**src/hw/rtl/cbsf_pkg.sv**
```systemverilog
// Shared types and constants of the 3x3 box / Sobel filter.
// Used by every module of the block; no dependencies.
package cbsf_pkg;

	localparam int unsigned MAX_WIDTH_DEF = 1024;
	localparam int unsigned HEIGHT_LIMIT  = 4096;
	localparam int unsigned ROW_W         = 13;
	localparam int unsigned SUM_W         = 12;
	localparam int unsigned CNT_W         = 4;
	localparam int unsigned CFG_DATA_W    = 13;

	localparam logic [1:0] MODE_BOX  = 2'd0;
	localparam logic [1:0] MODE_VERT = 2'd1;
	localparam logic [1:0] MODE_HORZ = 2'd2;

	localparam logic [1:0] REG_MODE   = 2'd0;
	localparam logic [1:0] REG_WIDTH  = 2'd1;
	localparam logic [1:0] REG_HEIGHT = 2'd2;

	localparam logic OP_PIXEL = 1'b0;
	localparam logic OP_DRAIN = 1'b1;

	typedef struct packed {
		logic       opcode;
		logic [7:0] red_in;
		logic [7:0] green_in;
		logic [7:0] blue_in;
		logic [7:0] alpha_in;
	} in_item_t;

	typedef struct packed {
		logic [9:0] red_out;
		logic [9:0] green_out;
		logic [9:0] blue_out;
		logic [7:0] alpha_out;
		logic       frame_last;
	} out_item_t;

	typedef struct packed {
		logic load;
		logic step;
		logic calc;
		logic take;
	} ctl_cmd_t;

	typedef struct packed {
		logic drop;
		logic emit;
		logic box;
		logic div_busy;
	} dp_status_t;

endpackage

```
**src/hw/rtl/cbsf_ctrl.sv**
```systemverilog
// Controller state machine: sequences read, window shift, compute, divide, output.
// Depends on cbsf_pkg.
module cbsf_ctrl import cbsf_pkg::*; (
	input  logic       clk,
	input  logic       arst_n,
	input  logic       in_valid,
	output logic       in_ready,
	output logic       out_valid,
	input  logic       out_ready,
	input  dp_status_t status,
	output ctl_cmd_t   cmd
);

	typedef enum logic [4:0] {
		S_IDLE = 5'b00001,
		S_READ = 5'b00010,
		S_WIN  = 5'b00100,
		S_DIV  = 5'b01000,
		S_OUT  = 5'b10000
	} state_t;

	state_t state_q, state_d;

	always_comb begin
		state_d = state_q;
		unique case (state_q)
			S_IDLE: if (in_valid && !status.drop) state_d = S_READ;
			S_READ: state_d = status.emit ? S_WIN : S_IDLE;
			S_WIN:  state_d = status.box ? S_DIV : S_OUT;
			S_DIV:  if (!status.div_busy) state_d = S_OUT;
			S_OUT:  if (out_ready) state_d = S_IDLE;
			default: state_d = S_IDLE;
		endcase
	end

	always_ff @(posedge clk or negedge arst_n) begin
		if (!arst_n)
			state_q <= S_IDLE;
		else
			state_q <= state_d;
	end

	assign in_ready  = (state_q == S_IDLE);
	assign out_valid = (state_q == S_OUT);

	always_comb begin
		cmd.load = (state_q == S_IDLE) && in_valid && !status.drop;
		cmd.step = (state_q == S_READ);
		cmd.calc = (state_q == S_WIN);
		cmd.take = (state_q == S_OUT) && out_ready;
	end

endmodule

```
**config.mk**
```make
export PLATFORM = sky130hd
export DESIGN_NAME = cbsf_ctrl
export DESIGN_NICKNAME = d
export VERILOG_FILES = /design/src/hw/rtl/cbsf_pkg.sv /design/src/hw/rtl/cbsf_ctrl.sv
export SDC_FILE = /design/constraint.sdc
export NUM_CORES = 1
export LEC_CHECK = 0
export BUFFER_PORTS_ARGS = -buffer_cell sky130_fd_sc_hd__clkbuf_2
export CAP_MARGIN = 20
export CORE_AREA = 2 2 39 41
export DETAILED_ROUTE_END_ITERATION = 8
export DIE_AREA = 0 0 41 43
export GPL_TIMING_DRIVEN = 1
export PLACE_DENSITY_LB_ADDON = 0.12
export SLEW_MARGIN = 20
export SYNTH_ARGS = -nofsm -noshare
export SYNTH_HDL_FRONTEND = slang
export SYNTH_SLANG_ARGS = --single-unit
```
**constraint.sdc**
```tcl
create_clock -name clk -period 1.8 [get_ports clk]
set_clock_uncertainty 0.2 [all_clocks]
set_input_delay 0.36 -clock clk [delete_from_list [all_inputs] [get_ports clk]]
set_output_delay 0.36 -clock clk [all_outputs]
set_load 0.005 [all_outputs]
```
# --- Word level (Yosys, flattened, before mapping) ---
# Index checks and enable logic that the tools add are counted.
classes:
  shifts: 0
  n_lt_le_gt_ge: 0
  div: 0
  bitwise_logic: 0
  n_addsub: 0
  n_mul: 0
  muxes: 6
  eq_ne: 8
  n_reduce_logical: 6
ops:
  columns: ["operator", "n"]
  rows:
  - ["5-bit case mux with 5 select lines", 1]
  - ["5-bit 2-to-1 mux", 4]
  - ["5-bit by 1-bit equality test with 1-bit output (second input constant)", 1]
  - ["5-bit by 2-bit equality test with 1-bit output (second input constant)", 1]
  - ["5-bit by 3-bit equality test with 1-bit output (second input constant)", 1]
  - ["5-bit by 4-bit equality test with 1-bit output (second input constant)", 1]
  - ["5-bit equality test (second input constant)", 1]
  - ["1-bit logical AND", 4]
  - ["2-bit by 1-bit inequality test with 1-bit output (second input constant)", 2]
  - ["3-bit 2-to-1 mux", 1]
  - ["3-bit AND reduction", 1]
  - ["2-bit inequality test (second input constant)", 1]
  - ["1-bit zero test", 1]
word_totals:
  n_memories: 0
  latchBits: 0
  out_inout_bits: 6
  input_bits: 8
  mem_bits_ro: 0
  regBits: 5
  ram_bits: 0
  elab_cells: 21

# --- Logic depth before layout (Yosys ltp) ---
depth:
  word_depth: 4
  mapped_depth: 4
  mapped_depth_nobuf: 4

# --- Worst setup path after synthesis ---
# Ideal clock, no wire load.
synth_timing:
  kind: "register to output"
  start: "register state_q[3]"
  end: "output cmd[3] (netlist name)"
  path_buffers: 0
  arrival_ps: 993
  path_stages_with_launch: 4
  required_time_ps: 1240
  path_slack_ps: 247
  cell_sequence: "dfrtp_1 -> nor2_1 -> and3_1 -> nor3b_1"
synth_rtl:
  columns: ["element", "line_no", "source"]
  rows:
  - ["start: declaration", "cbsf_ctrl.sv:22", "state_t state_q, state_d;"]
  - ["start signal: assignment", "cbsf_ctrl.sv:40", "state_q <= state_d;"]
  - ["end: declaration", "cbsf_ctrl.sv:11", "output ctl_cmd_t cmd"]

==> results.txt <==
Vias in the first global route -> 368
Max Transition Viols Final -> 0
Finished Layout Cells -> 81
Fmax -> 560 MHz
IO Count -> 14
Nets -> 74
Worst skew pair latency -> 0.24 ns
Hold_ws -> 0.119 ns
Initial antenna violation count -> 0
Crit. End Element -> output port
Pin count of the biggest net entering global routing -> 8
Top reg by flops -> state_q
Slew @ Worst Pin -> 0.269 ns
Main synth FF type -> dfrtp_1
Row count -> 14
Total GRT Usage -> 11.3%
Ys async rst share -> 100%
Avg Cell Area, Syn -> 8.13 um^2
Met2 wire length -> 457 um
Yosys warnings -> 0
Post-synth EDFFs -> 0
Pleak -> 0.273 nW
Crit Path Class -> reg2out
Via count -> 373
Run status -> finished, final reports clean
Final hold vios -> 0
Largest family of logic cells by synthesized area -> simple AND/OR/NAND/NOR gates
Root Buffer -> clkbuf_4
Worst vdd ir -> 553 uV
Hold Path Class -> in2reg
CP max FO -> 4
Hold Path Depth -> 2
Yosys cell types -> 20
H-tree Lvls -> 1
1st-iter DRT viols -> 7
Final min period -> 1.79 ns
Synth Area in Simple Gates -> 36.5%
DRC Markers -> 0
Yosys top cell by area -> dfrtp_1
Clock sinks -> 5
CTS clk-pin slew, worst paths -> 0.04 ns
Maximum clock path buffer count -> 2
CP Data Required Time -> 1.24 ns
Mux cell area share after synthesis -> 0%
Routed WL -> 800 um
Post-synthesis xor/xnor area fraction -> 0%
Effective utilization at floorplan -> 23.5%
Routed wire length on met3 -> 24 um
Post-synthesis adder-cell area fraction -> 0%
Tcrit/Tclk final -> 99.3%
IO buf count -> 13
Diode count -> 0
Top layer in use -> met3
Post-route ant nets -> 0
Main area contributors after synthesis -> dfrtp_1 (31%), dfstp_2 (8.1%), nor2_1 (8.1%)
Area growth from synthesis to layout -> 66.5%
Max FFs per register -> 5
Yosys top cell area share -> 30.8%
PD cells -> 977 nW/um^2
CP Data Arrival Time -> 1.23 ns
RSZ-0062 raised after global routing -> true
Biggest regs -> state_q x5
HPWL after DPL -> 617 um
Flop and latch count out of synthesis -> 5
Via density -> 4.60
Core Footprint -> 1380 um^2
Die ar. -> 1760 um^2
Compound-Gate Fraction of Synth Area -> 20.0%
Final setup violation count -> 0
Share of cells above drive strength 1 -> 50.8%
Worst slack, placed -> 0.129 ns
Post-Synthesis Cells -> 40
First-pass iteration count of the detailed router -> 2
Worst setup margin -> 0.0129 ns
First-pass GRT wire length -> 1.34 mm
Placed Cells -> 72
Total grt overflow -> 0
Sequential share of the synthesized area -> 38.8%
Routability cong. -> 0.747
Vert. Die Dim -> 43 um
Die width -> 41 um
Critical path launch point type -> flip-flop
Relative slew slack -> 81.9%
Number of max-cap violations -> 0
Worst R2R Path Depth -> 5
DR WL/cell -> 9.88 um
Synth Net Count -> 48
Cell Area, Synth -> 325 um^2
Met1 WL -> 318 um
CTS buffer count -> 3
CTS tree -> yes
[placed cells by master, fill, tap and decap left out, types with 2 or more instances in the layout]
cell type	synthesis	routed
nor2_2	0	3
nor2_1	7	3
o21ai_0	3	3
buf_4	0	5
dfrtp_1	4	4
buf_2	0	2
buf_6	0	2
and2_1	2	2
and3_1	3	2
clkbuf_4	0	3
inv_1	4	4
clkbuf_2	0	11
[final timing paths]
path | from | endpoint | slack (ns)
min | status[3] | state_q[1] | 0.12
min reg2reg | state_q[4] | state_q[0] | 0.40
max | state_q[0] | cmd[3] | 0.01
min in group asynchronous | arst_n | state_q[4] | 0.26
max in group asynchronous | arst_n | state_q[0] | 0.93
max reg2reg | state_q[0] | state_q[0] | 0.14
[per-stage QoR]
step | total power [mW] | util, % | area [um^2] | setup TNS, ns
global route | 0.574 | 39.2 | 542 | -0.144
floorplan | 0.261 | - | 325 | 0
detailed placement | 0.323 | 31.3 | 433 | 0
global placement | 0.328 | 31.3 | 433 | 0
CTS | 0.494 | 36.8 | 509 | -0.00161
finish | 0.529 | 39.2 | 542 | 0
[final cells by class]
type                    count  area, um^2
fillers                   155         842
multi-input cells          31         219
repair buffers             21         135
flip-flops and latches      5         126
clock buffers               4        26.3
well taps                  16        20.0
inverters                   4        15.0
[critical path, stage by stage, from the launching register on]
cell	delay [ns]
dfstp_2	0.55
and3_4	0.18
nor3b_2	0.14
buf_2	0.12
[report_power, final]
| part | total (mW) | internal, mW | switching (mW) |
|---|---|---|---|
| clock network | 0.126 | 0.0836 | 0.0428 |
| registers | 0.153 | 0.137 | 0.0157 |
| logic | 0.250 | 0.140 | 0.109 |
[cell usage after synthesis (2+ instances only)]
master and instances:
nor2_1 7, nand2b_1 2, nand2_1 2, and3_1 3, dfrtp_1 4, o21ai_0 3
inv_1 4, and2_1 2, nor3b_1 2
[kinds of logic (layout without fill, tap and decap cells)]
kind of cell	count (synthesis)	after routing
buffers and inverters	4	29
AND/OR/NAND/NOR	22	22
AO/OA/AOI/OAI	9	9
flip-flops	5	5
[routing by layer]
metal | vias to the layer above | track usage [%]
met3 | 0 | 1.57
met4 | 0 | 8.00
met2 | 4 | 19.1
li1 | 190 | -
met1 | 179 | 11.9
met5 | - | 0
[timing repair]
action | in CTS | in global routing
hold endpoints to repair | 5 | 0
endpoints found under the setup margin | 3 | 4
pin swaps | 1 | 3
buffers inserted | 3 | 1
hold buffers | 1 | 0
gates resized for setup | 5 | 8
(Power assumes the default switching activity.)
